==> config.mk <==
export PLATFORM = sky130hd
export DESIGN_NAME = cell_balance_and_fail_manager_top
export DESIGN_NICKNAME = d
export VERILOG_FILES = /design/src/cbfm_pkg.sv /design/src/cbfm_ram.sv /design/src/cell_balance_and_fail_manager_top.sv
export VERILOG_INCLUDE_DIRS = /design/src /design/src/src
export SDC_FILE = /design/constraint.sdc
export NUM_CORES = 1
export LEC_CHECK = 0
export BUFFER_PORTS_ARGS = -buffer_cell sky130_fd_sc_hd__buf_2
export CAP_MARGIN = 20
export CORE_MARGIN = 2
export CORE_UTILIZATION = 47
export DETAILED_ROUTE_END_ITERATION = 8
export SLEW_MARGIN = 20
export SYNTH_ARGS = -nofsm -noshare
export SYNTH_HDL_FRONTEND = slang
export SYNTH_SLANG_ARGS = --single-unit
==> constraint.sdc <==
create_clock -name clk -period 7.2 [get_ports clk]
set_clock_uncertainty 0.1 [all_clocks]
set_input_delay 0.36 -clock clk [delete_from_list [all_inputs] [get_ports clk]]
set_output_delay 0.36 -clock clk [all_outputs]
set_load 0.005 [all_outputs]
==> src/cell_balance_and_fail_manager_top_assert.svh <==
// Assertion macros for the cell balance and failure manager.
// Used by cell_balance_and_fail_manager_top; expects clk and arst_n in scope.
`ifndef CELL_BALANCE_AND_FAIL_MANAGER_TOP_ASSERT_SVH
`define CELL_BALANCE_AND_FAIL_MANAGER_TOP_ASSERT_SVH

// same-cycle implication, checked outside reset
`define CBFM_ASSERT_NOW(lbl, ante, cons, msg) \
	lbl: assert property (@(posedge clk) disable iff (!arst_n) (ante) |-> (cons)) \
		else $error(msg);

// next-cycle implication, checked outside reset
`define CBFM_ASSERT_NEXT(lbl, ante, cons, msg) \
	lbl: assert property (@(posedge clk) disable iff (!arst_n) (ante) |=> (cons)) \
		else $error(msg);

`endif

==> src/cbfm_pkg.sv <==
// Shared constants and types of the cell balance and failure manager.
// No dependencies.
`default_nettype none

package cbfm_pkg;

	// parameter defaults
	localparam int NumCellsDef       = 16;
	localparam int FailDelayTicksDef = 1000;
	localparam int BalPeriodTicksDef = 50;
	localparam int StatusHoldDef     = 500;
	localparam int HoldDiv           = 5;

	localparam int MvW   = 16;
	localparam int TempW = 16;
	localparam int CellW = 4;
	localparam int CntW  = 16;
	localparam int RegIdxW = 3;

	// register indexes
	localparam logic [RegIdxW-1:0] REG_FAIL_DIFF    = 3'd0;
	localparam logic [RegIdxW-1:0] REG_RECOVER_DIFF = 3'd1;
	localparam logic [RegIdxW-1:0] REG_START_DIFF   = 3'd2;
	localparam logic [RegIdxW-1:0] REG_END_DIFF     = 3'd3;
	localparam logic [RegIdxW-1:0] REG_START_MV     = 3'd4;
	localparam logic [RegIdxW-1:0] REG_START_TEMP   = 3'd5;
	localparam logic [RegIdxW-1:0] REG_END_TEMP     = 3'd6;

	// opcodes
	localparam logic OP_TICK = 1'b0;
	localparam logic OP_EVAL = 1'b1;

	// failure machine
	localparam logic [1:0] FS_COMMON = 2'd0;
	localparam logic [1:0] FS_WAIT   = 2'd1;
	localparam logic [1:0] FS_FAILED = 2'd2;

	// balancing machine
	localparam logic BAL_IDLE = 1'b0;
	localparam logic BAL_ON   = 1'b1;

	typedef struct packed {
		logic [CntW-1:0]  cell_count;
		logic             count_event;
		logic             cell_fail;
		logic [1:0]       fail_state;
		logic             bleed_on;
		logic [CellW-1:0] balance_cell;
		logic             balance_active;
	} result_t;

endpackage

`default_nettype wire

==> src/cbfm_ram.sv <==
// Generic single-port-write, single-port-read RAM with registered read data.
// No dependencies.
`default_nettype none

module cbfm_ram #(
	parameter int WIDTH = 16,
	parameter int DEPTH = 16
) (
	input  wire                      clk,
	input  wire                      we,
	input  wire [$clog2(DEPTH)-1:0]  waddr,
	input  wire [WIDTH-1:0]          wdata,
	input  wire [$clog2(DEPTH)-1:0]  raddr,
	output logic [WIDTH-1:0]         rdata
);

	logic [WIDTH-1:0] mem [DEPTH];

	always_ff @(posedge clk) begin
		if (we) begin
			mem[waddr] <= wdata;
		end
		rdata <= mem[raddr];
	end

endmodule

`default_nettype wire

==> src/cell_balance_and_fail_manager_top.sv <==
// Cell balance and failure manager: one result beat per input beat.
// Results are registered in the output register, or parked in a skid stage on a stall.
// Throughput: one beat per cycle while the skid stage is empty; the period count store
// is a registered RAM read kept at the current cell, with a forward of the last write.
// Reset (arst_n low): thresholds to defaults, both machines idle, timers
// preloaded; period counts read zero through per-cell valid flops.
`default_nettype none

module cell_balance_and_fail_manager_top #(
	parameter int NUM_CELLS            = cbfm_pkg::NumCellsDef,
	parameter int FAIL_DELAY_TICKS     = cbfm_pkg::FailDelayTicksDef,
	parameter int BALANCE_PERIOD_TICKS = cbfm_pkg::BalPeriodTicksDef,
	parameter int STATUS_HOLD_TICKS    = cbfm_pkg::StatusHoldDef
) (
	input  wire         clk,
	input  wire         arst_n,
	input  wire         cfg_we,
	input  wire [2:0]   cfg_addr,
	input  wire [15:0]  cfg_wdata,
	input  wire         s_axis_tvalid,
	output logic        s_axis_tready,
	// max_mv, min_mv, max_cell, temp_lo, temp_hi, sample_done, mode_ok, measuring
	input  wire [71:0]  s_axis_tdata,
	// opcode
	input  wire [0:0]   s_axis_tuser,
	output logic        m_axis_tvalid,
	input  wire         m_axis_tready,
	// balance_active, balance_cell, bleed_on, fail_state, cell_fail, count_event,
	// cell_count
	output logic [31:0] m_axis_tdata
);

	localparam int FailW   = $clog2(FAIL_DELAY_TICKS + 1);
	localparam int PerW    = $clog2(BALANCE_PERIOD_TICKS + 1);
	localparam int HoldW   = $clog2(STATUS_HOLD_TICKS + 1);
	localparam int HoldLow = STATUS_HOLD_TICKS / cbfm_pkg::HoldDiv;
	localparam int AddrW   = $clog2(NUM_CELLS);
	localparam int MvW     = cbfm_pkg::MvW;
	localparam int CellW   = cbfm_pkg::CellW;
	localparam int CntW    = cbfm_pkg::CntW;

	localparam logic [FailW-1:0] FailLoad = FailW'(FAIL_DELAY_TICKS);
	localparam logic [PerW-1:0]  PerLoad  = PerW'(BALANCE_PERIOD_TICKS);
	localparam logic [HoldW-1:0] HoldLoad = HoldW'(STATUS_HOLD_TICKS);
	localparam logic [HoldW-1:0] HoldRst  = HoldW'(HoldLow);
	localparam logic [CellW-1:0] LastCell = CellW'(NUM_CELLS - 1);
	localparam logic [CntW-1:0]  CntMax   = {CntW{1'b1}};

	// input fields
	logic                    opcode;
	logic [MvW-1:0]          max_mv, min_mv;
	logic [CellW-1:0]        max_cell;
	logic signed [15:0]      temp_lo, temp_hi;
	logic                    sample_done, mode_ok, measuring;

	assign opcode      = s_axis_tuser[0];
	assign max_mv      = s_axis_tdata[15:0];
	assign min_mv      = s_axis_tdata[31:16];
	assign max_cell    = s_axis_tdata[35:32];
	assign temp_lo     = s_axis_tdata[51:36];
	assign temp_hi     = s_axis_tdata[67:52];
	assign sample_done = s_axis_tdata[68];
	assign mode_ok     = s_axis_tdata[69];
	assign measuring   = s_axis_tdata[70];

	// configuration
	logic [MvW-1:0]     fail_diff_q, recover_diff_q, start_diff_q, end_diff_q, start_mv_q;
	logic signed [15:0] start_temp_q, end_temp_q;

	always_ff @(posedge clk or negedge arst_n) begin
		if (!arst_n) begin
			fail_diff_q    <= 16'd500;
			recover_diff_q <= 16'd300;
			start_diff_q   <= 16'd30;
			end_diff_q     <= 16'd10;
			start_mv_q     <= 16'd3400;
			start_temp_q   <= 16'sd0;
			end_temp_q     <= 16'sd450;
		end else if (cfg_we) begin
			case (cfg_addr)
				cbfm_pkg::REG_FAIL_DIFF:    fail_diff_q    <= cfg_wdata;
				cbfm_pkg::REG_RECOVER_DIFF: recover_diff_q <= cfg_wdata;
				cbfm_pkg::REG_START_DIFF:   start_diff_q   <= cfg_wdata;
				cbfm_pkg::REG_END_DIFF:     end_diff_q     <= cfg_wdata;
				cbfm_pkg::REG_START_MV:     start_mv_q     <= cfg_wdata;
				cbfm_pkg::REG_START_TEMP:   start_temp_q   <= cfg_wdata;
				cbfm_pkg::REG_END_TEMP:     end_temp_q     <= cfg_wdata;
				default: ;
			endcase
		end
	end

	// state
	logic             bal_q, bal_d;
	logic [1:0]       fail_st_q, fail_st_d;
	logic [FailW-1:0] fail_tmr_q, fail_tmr_d;
	logic [PerW-1:0]  per_tmr_q, per_tmr_d;
	logic [HoldW-1:0] hold_tmr_q, hold_tmr_d;
	logic [CellW-1:0] cur_cell_q, cur_cell_d;
	logic             paused_q, paused_d;
	logic             switch_q, switch_d;

	// count store: RAM + valid bits + forward of last write
	logic [NUM_CELLS-1:0] cnt_vld_q;
	logic                 fwd_vld_q;
	logic [AddrW-1:0]     fwd_addr_q;
	logic [CntW-1:0]      fwd_data_q;
	logic [CntW-1:0]      ram_rdata;
	logic [AddrW-1:0]     cur_addr, rd_addr;
	logic [CntW-1:0]      cnt_cur, cnt_new;
	logic                 cnt_we;

	logic accept;
	logic out_vld_q, skid_vld_q;
	cbfm_pkg::result_t res, out_q, skid_q;

	assign accept = s_axis_tvalid & s_axis_tready;

	assign cur_addr = AddrW'(cur_cell_q);
	assign rd_addr  = accept ? AddrW'(cur_cell_d) : cur_addr;

	cbfm_ram #(
		.WIDTH(CntW),
		.DEPTH(NUM_CELLS)
	) u_cnt_ram (
		.clk  (clk),
		.we   (cnt_we),
		.waddr(cur_addr),
		.wdata(cnt_new),
		.raddr(rd_addr),
		.rdata(ram_rdata)
	);

	always_comb begin
		if (!cnt_vld_q[cur_addr]) begin
			cnt_cur = '0;
		end else if (fwd_vld_q && fwd_addr_q == cur_addr) begin
			cnt_cur = fwd_data_q;
		end else begin
			cnt_cur = ram_rdata;
		end
		cnt_new = (cnt_cur == CntMax) ? cnt_cur : cnt_cur + 1'b1;
	end

	// item evaluation
	logic [CellW-1:0] mcell;
	logic [MvW-1:0]   spread;
	logic             fail_cond, recover_cond, ready, allow_on, allow_off, count_ev;

	always_comb begin
		mcell        = ({28'd0, max_cell} >= 32'(NUM_CELLS)) ? LastCell : max_cell;
		spread       = (max_mv >= min_mv) ? max_mv - min_mv : '0;
		fail_cond    = {1'b0, max_mv} >= ({1'b0, fail_diff_q} + {1'b0, min_mv});
		recover_cond = {1'b0, max_mv} < ({1'b0, recover_diff_q} + {1'b0, min_mv});
		ready        = sample_done & mode_ok;
		allow_on  = (spread >= start_diff_q) && (max_mv >= start_mv_q) &&
		            (temp_lo >= start_temp_q) && (temp_hi <= end_temp_q);
		allow_off = (spread <= end_diff_q) || (max_mv <= start_mv_q) ||
		            (temp_lo < start_temp_q) || (temp_hi > end_temp_q);

		bal_d      = bal_q;
		fail_st_d  = fail_st_q;
		fail_tmr_d = fail_tmr_q;
		per_tmr_d  = per_tmr_q;
		hold_tmr_d = hold_tmr_q;
		cur_cell_d = cur_cell_q;
		paused_d   = paused_q;
		switch_d   = switch_q;
		count_ev   = 1'b0;

		if (opcode == cbfm_pkg::OP_TICK) begin
			if (per_tmr_q != '0)  per_tmr_d  = per_tmr_q - 1'b1;
			if (fail_tmr_q != '0) fail_tmr_d = fail_tmr_q - 1'b1;
			if (hold_tmr_q != '0) hold_tmr_d = hold_tmr_q - 1'b1;
		end else begin
			case (fail_st_q)
				cbfm_pkg::FS_COMMON: begin
					if (fail_cond) begin
						fail_st_d  = cbfm_pkg::FS_WAIT;
						fail_tmr_d = FailLoad;
					end
				end
				cbfm_pkg::FS_WAIT: begin
					if (fail_cond) begin
						if (fail_tmr_q == '0) fail_st_d = cbfm_pkg::FS_FAILED;
					end else begin
						fail_st_d  = cbfm_pkg::FS_COMMON;
						fail_tmr_d = '0;
					end
				end
				default: begin
					if (recover_cond) fail_st_d = cbfm_pkg::FS_COMMON;
				end
			endcase

			if (ready) begin
				if (bal_q == cbfm_pkg::BAL_IDLE) begin
					if (allow_on) begin
						if (hold_tmr_q == '0 && !measuring) begin
							bal_d      = cbfm_pkg::BAL_ON;
							cur_cell_d = mcell;
							switch_d   = 1'b1;
							per_tmr_d  = PerLoad;
							hold_tmr_d = HoldLoad;
							paused_d   = 1'b0;
						end
					end else begin
						hold_tmr_d = HoldRst;
					end
				end else if (measuring) begin
					switch_d = 1'b0;
					paused_d = 1'b1;
				end else begin
					if (paused_q) begin
						switch_d = 1'b1;
						paused_d = 1'b0;
					end
					if (per_tmr_q == '0) begin
						count_ev = 1'b1;
						if (!allow_off) begin
							if (mcell != cur_cell_q) begin
								cur_cell_d = mcell;
								switch_d   = 1'b1;
							end
							per_tmr_d  = PerLoad;
							hold_tmr_d = HoldLoad;
						end else if (hold_tmr_q == '0) begin
							switch_d   = 1'b0;
							bal_d      = cbfm_pkg::BAL_IDLE;
							cur_cell_d = '0;
							per_tmr_d  = '0;
						end
					end
				end
			end else begin
				if (bal_q == cbfm_pkg::BAL_ON) begin
					switch_d   = 1'b0;
					cur_cell_d = '0;
				end
				bal_d      = cbfm_pkg::BAL_IDLE;
				hold_tmr_d = HoldRst;
			end
		end

		res.balance_active = bal_d;
		res.balance_cell   = cur_cell_d;
		res.bleed_on       = switch_d;
		res.fail_state     = fail_st_d;
		res.cell_fail      = (fail_st_d == cbfm_pkg::FS_FAILED);
		res.count_event    = count_ev;
		res.cell_count     = count_ev ? cnt_new : '0;
	end

	assign cnt_we = accept & count_ev;

	always_ff @(posedge clk or negedge arst_n) begin
		if (!arst_n) begin
			bal_q      <= cbfm_pkg::BAL_IDLE;
			fail_st_q  <= cbfm_pkg::FS_COMMON;
			fail_tmr_q <= FailLoad;
			per_tmr_q  <= PerLoad;
			hold_tmr_q <= HoldRst;
			cur_cell_q <= '0;
			paused_q   <= 1'b0;
			switch_q   <= 1'b0;
			cnt_vld_q  <= '0;
			fwd_vld_q  <= 1'b0;
		end else begin
			fwd_vld_q <= cnt_we;
			if (accept) begin
				bal_q      <= bal_d;
				fail_st_q  <= fail_st_d;
				fail_tmr_q <= fail_tmr_d;
				per_tmr_q  <= per_tmr_d;
				hold_tmr_q <= hold_tmr_d;
				cur_cell_q <= cur_cell_d;
				paused_q   <= paused_d;
				switch_q   <= switch_d;
			end
			if (cnt_we) begin
				cnt_vld_q[cur_addr] <= 1'b1;
			end
		end
	end

	always_ff @(posedge clk) begin
		if (cnt_we) begin
			fwd_addr_q <= cur_addr;
			fwd_data_q <= cnt_new;
		end
	end

	// output register with skid stage
	assign s_axis_tready = !skid_vld_q;
	assign m_axis_tvalid = out_vld_q;
	assign m_axis_tdata  = {6'd0, out_q};

	always_ff @(posedge clk or negedge arst_n) begin
		if (!arst_n) begin
			out_vld_q  <= 1'b0;
			skid_vld_q <= 1'b0;
		end else if (!out_vld_q || m_axis_tready) begin
			out_vld_q  <= skid_vld_q | accept;
			skid_vld_q <= 1'b0;
		end else if (accept) begin
			skid_vld_q <= 1'b1;
		end
	end

	always_ff @(posedge clk) begin
		if (!out_vld_q || m_axis_tready) begin
			out_q <= skid_vld_q ? skid_q : res;
		end else if (accept) begin
			skid_q <= res;
		end
	end

	`include "cell_balance_and_fail_manager_top_assert.svh"

	`CBFM_ASSERT_NOW(a_skid_behind_out, skid_vld_q, out_vld_q,
		"skid stage holds a beat while output register is empty")
	`CBFM_ASSERT_NOW(a_idle_quiet, bal_q == cbfm_pkg::BAL_IDLE,
		cur_cell_q == '0 && !switch_q, "idle balancer has a cell or closed switch")
	`CBFM_ASSERT_NOW(a_count_zero, out_vld_q && !out_q.count_event,
		out_q.cell_count == '0, "cell count reported without a count event")
	`CBFM_ASSERT_NEXT(a_stall_to_skid, accept && out_vld_q && !m_axis_tready,
		skid_vld_q, "beat accepted under stall was not parked in skid stage")

endmodule

`default_nettype wire

==> impl_metrics.py <==
metrics = {
    "detailed_routing": {
        "drt_wl_total_mm": 64.73,
        "num_vias": 17513,
        "vias_per_cell": 5.572,
        "postRouteAntennaNets": 0,
        "wl_per_cell_um": 20.59,
        "drtPass1Iterations": 5,
        "drt_iter0_drc": 1137,
        "drc": 0,
    },
    "clock_network": {
        "cts-htree-levels": 2,
        "clk_pin_slew_ps": 60,
        "cts_buffer_depth": 3,
        "numCtsBuffers": 55,
        "cts_tree": "built",
        "clock_latency_ps": 620,
        "root_buffer": "clkbuf_16",
        "clkSinkCount": 509,
        "cts_setup_buffers": 0,
    },
    "critical_path": {
        "slowest_delay_ps": 500,
        "crit_slowest_cell": "a21oi_1",
        "cp.arrival_ps": 6850,
        "cpMostUsedCell": "o21ai_0",
        "cp.required_ps": 7590,
        "path_buf_inv": 5,
        "critical_path_class": "in -> reg",
        "worstSetupEndpointType": "register",
        "cp_max_fo": 32,
        "cp_top_family": "compound AO/OA/AOI/OAI gates",
        "start_kind": "input port",
    },
    "layout": {
        "area_growth_pct": 13.89,
        "multi_input_area_um2": 11020,
        "n_fill_cell": 4746,
        "final_common_cell": "edfxtp_1",
        "final_nets": 2609,
        "regArea_um2": 14350,
        "final_cell_mix": "edfxtp_1, nand2_1, ha_1",
        "drive_above_1_share_pct": 21.68,
    },
    "synthesis": {
        "async_reset_ff_share_pct": 32.42,
        "syn-cell-area_um2": 26200,
        "yosys_warnings": 0,
        "synthTopCellsByArea": "edfxtp_1, dfrtp_1, ha_1, mux2_2, dfstp_2",
        "synth_edf_count": 328,
        "synth_cell_type_count": 90,
        "yosysTopAreaCell": "edfxtp_1",
        "avgSynthCellArea_um2": 11.95,
        "synth.top_cell.area_share_pct": 37.60,
        "synthFlopType": "edfxtp_1",
        "syn_inst": 2193,
        "ys_ff_latch": 509,
        "ys_seq_area_share_pct": 54.76,
    },
    "place": {
        "hpwl_mm": 43.70,
        "gp_congestion": 0.8929,
        "place.port_buffers": 123,
    },
    "power": {
        "sw_frac_of_total_pct": 27.08,
        "pwr-share-seq_pct": 44.7,
        "p_comb_share_pct": 18.3,
        "p_sw_uw": 2096,
        "ir_drop_uv": 198.1,
        "powerDensity_nw_per_um2": 259.4,
        "p_leak_uw": 0.01131,
        "power.share.clock_pct": 37.0,
        "intPower_uw": 5643,
    },
    "floorplan": {
        "die_w_um": 240.1,
        "die_y_um": 240.1,
        "rows": 86,
        "io_pins": 131,
        "start_util_pct": 47.55,
        "die_area_um2": 57640,
        "placeableCoreArea_um2": 55090,
    },
    "job": {
        "max_cap_violations": 0,
    },
    "grt": {
        "grt_max_degree": 98,
        "antenna_found_initial": 2,
        "grt_overflow": 0,
        "grt_pass1_wl_mm": 99.92,
        "grt_pass1_vias": 17407,
        "global_route.usage.total_pct": 22.70,
    },
    "sta": {
        "hold-worst-slack_ps": 46.32,
        "slew-limit-headroom_pct": 24.70,
        "setup_violations": 0,
        "finalSetupTns_ps": 0,
        "fin_crit_sh_pct": 89.72,
        "fmax_mhz": 154.8,
        "slew_violations": 0,
        "rsz0062_at_grt": "false",
        "hold_viol_final": 0,
        "worst_slew_pin_slew_ps": 1123,
        "layout_min_cycle_time_ps": 6460,
    },
    "hold_path": {
        "hold_class": "in -> reg",
    },
    "outcome": {
        "outcome": "finished, final reports clean",
    },
}
## cells in the mapped netlist, drive strengths merged (17+ instances only)
library cell / number
a211oi: 20
a21o: 23
a21oi: 76
buf: 44
clkbuf: 38
dfrtp: 128
dfstp: 37
edfxtp: 328
ha: 161
inv: 148
mux2: 161
mux2i: 85
nand2: 203
nand2b: 17
nand3: 43
nand4: 40
nor2: 118
nor3: 38
o211ai: 71
o21ai: 107
o31ai: 20
or2: 18
or3: 22
xnor2: 29
xor2: 27
## per-stage QoR
step                instances  total power (uW)  instance area, um^2  utilization (%)  setup slack, ps
finish                   3143              7739                29840            54.16            740.4
global route             3143              8129                29840            54.16            16.38
CTS                      3141              7799                29810            54.11            895.3
detailed placement       3031              4914                27890            50.62            229.0
global placement         3031              4849                27890            50.62            273.4
floorplan                2198              4495                26220                -             1461
## final timing paths
kind	from	endpoint	cells after the start	slack (ps)
min	cfg_wdata[15]	start_mv_q[15]$_DFFE_PN0P_	3	50
max reg2reg	fail_diff_q[1]$_DFFE_PN0P_	fail_tmr_q[3]$_DFFE_PN1P_	23	1190
min reg2reg	cnt_vld_q[1]$_DFFE_PN0P_	cnt_vld_q[1]$_DFFE_PN0P_	1	360
max	s_axis_tdata[17]	u_cnt_ram.rdata[0]$_DFF_P_	29	740
min in group asynchronous	arst_n	fail_diff_q[11]$_DFFE_PN0P_	2	290
max in group asynchronous	arst_n	start_temp_q[14]$_DFFE_PN0P_	3	5210
## sequential cells by signal (all words and copies together) (netlist names), 2 cells and up
signal	count
recover_diff_q	16
end_temp_q	16
cnt_vld_q	16
fwd_addr_q	4
fail_st_q	2
end_diff_q	16
u_cnt_ram.rdata	16
start_diff_q	16
fwd_data_q	16
start_temp_q	16
cur_addr	4
per_tmr_q	6
u_cnt_ram.mem	256
hold_tmr_q	9
fail_diff_q	16
m_axis_tdata	26
start_mv_q	16
fail_tmr_q	10
skid_q	26
## cell type report
class | instances | share of cell area [%]
clock inverters | 30 | 1.157
inverters | 151 | 1.900
clock buffers | 73 | 5.040
repair buffers | 175 | 3.757
well taps | 748 | 3.137
flip-flops and latches | 509 | 48.08
diodes | 1 | 0.008387
multi-input cells | 1456 | 36.92
## worst register-to-register path: stages, from the launching register on
cell and delay, ps:
dfrtp_1 410, ha_1 280, a21o_1 150, a21oi_1 230, o21bai_1 100, a21oi_1 230, o21bai_1 90, a21oi_1 230
nor2b_1 80, o21a_1 200, o41ai_1 630, o21bai_1 140, a21oi_1 210, xor2_1 170, ha_1 280, o21ai_0 340
nor2_1 90, o31ai_1 80, o21ai_0 120, o31ai_1 330, a211o_1 430, xor2_1 180, nor4_1 680, or3_1 220
## power by group through the flow
| stage | Combinational, uW | Clock [uW] | Sequential (uW) |
|---|---|---|---|
| after global placement | 1340 | 0 | 3510 |
| after detailed placement | 1400 | 0 | 3520 |
| after floorplan | 1010 | 0 | 3480 |
| after global routing | 1610 | 3030 | 3490 |
| final | 1410 | 2860 | 3460 |
| after CTS | 1410 | 2930 | 3460 |
## logic make-up (layout without fill, tap and decap cells)
group           count (synthesis)  in the layout  share of synthesized area [%]
simple gates                  570            570                          10.67
flops                         509            509                          54.76
compound gates                410            410                          10.36
mux                           250            250                          10.54
buf+inv                       233            429                          3.778
fa+ha+maj                     164            164                          7.919
xor+xnor                       56             56                          1.958
other cells                     1              7                        0.01431
## layer usage
metal | track usage (%) | part of all wire (%)
met1 | 31.31 | 46
met2 | 37.50 | 47
met3 | 3.008 | 4.1
met4 | 6.738 | 2.6
met5 | 0 | 0.020
## timing repair
action,in CTS,in global routing
gates resized for setup,0,1
endpoints found under the hold margin,85,0
hold buffers,7,0
setup endpoints to repair,0,1
Power figures use the tool's default switching activity.
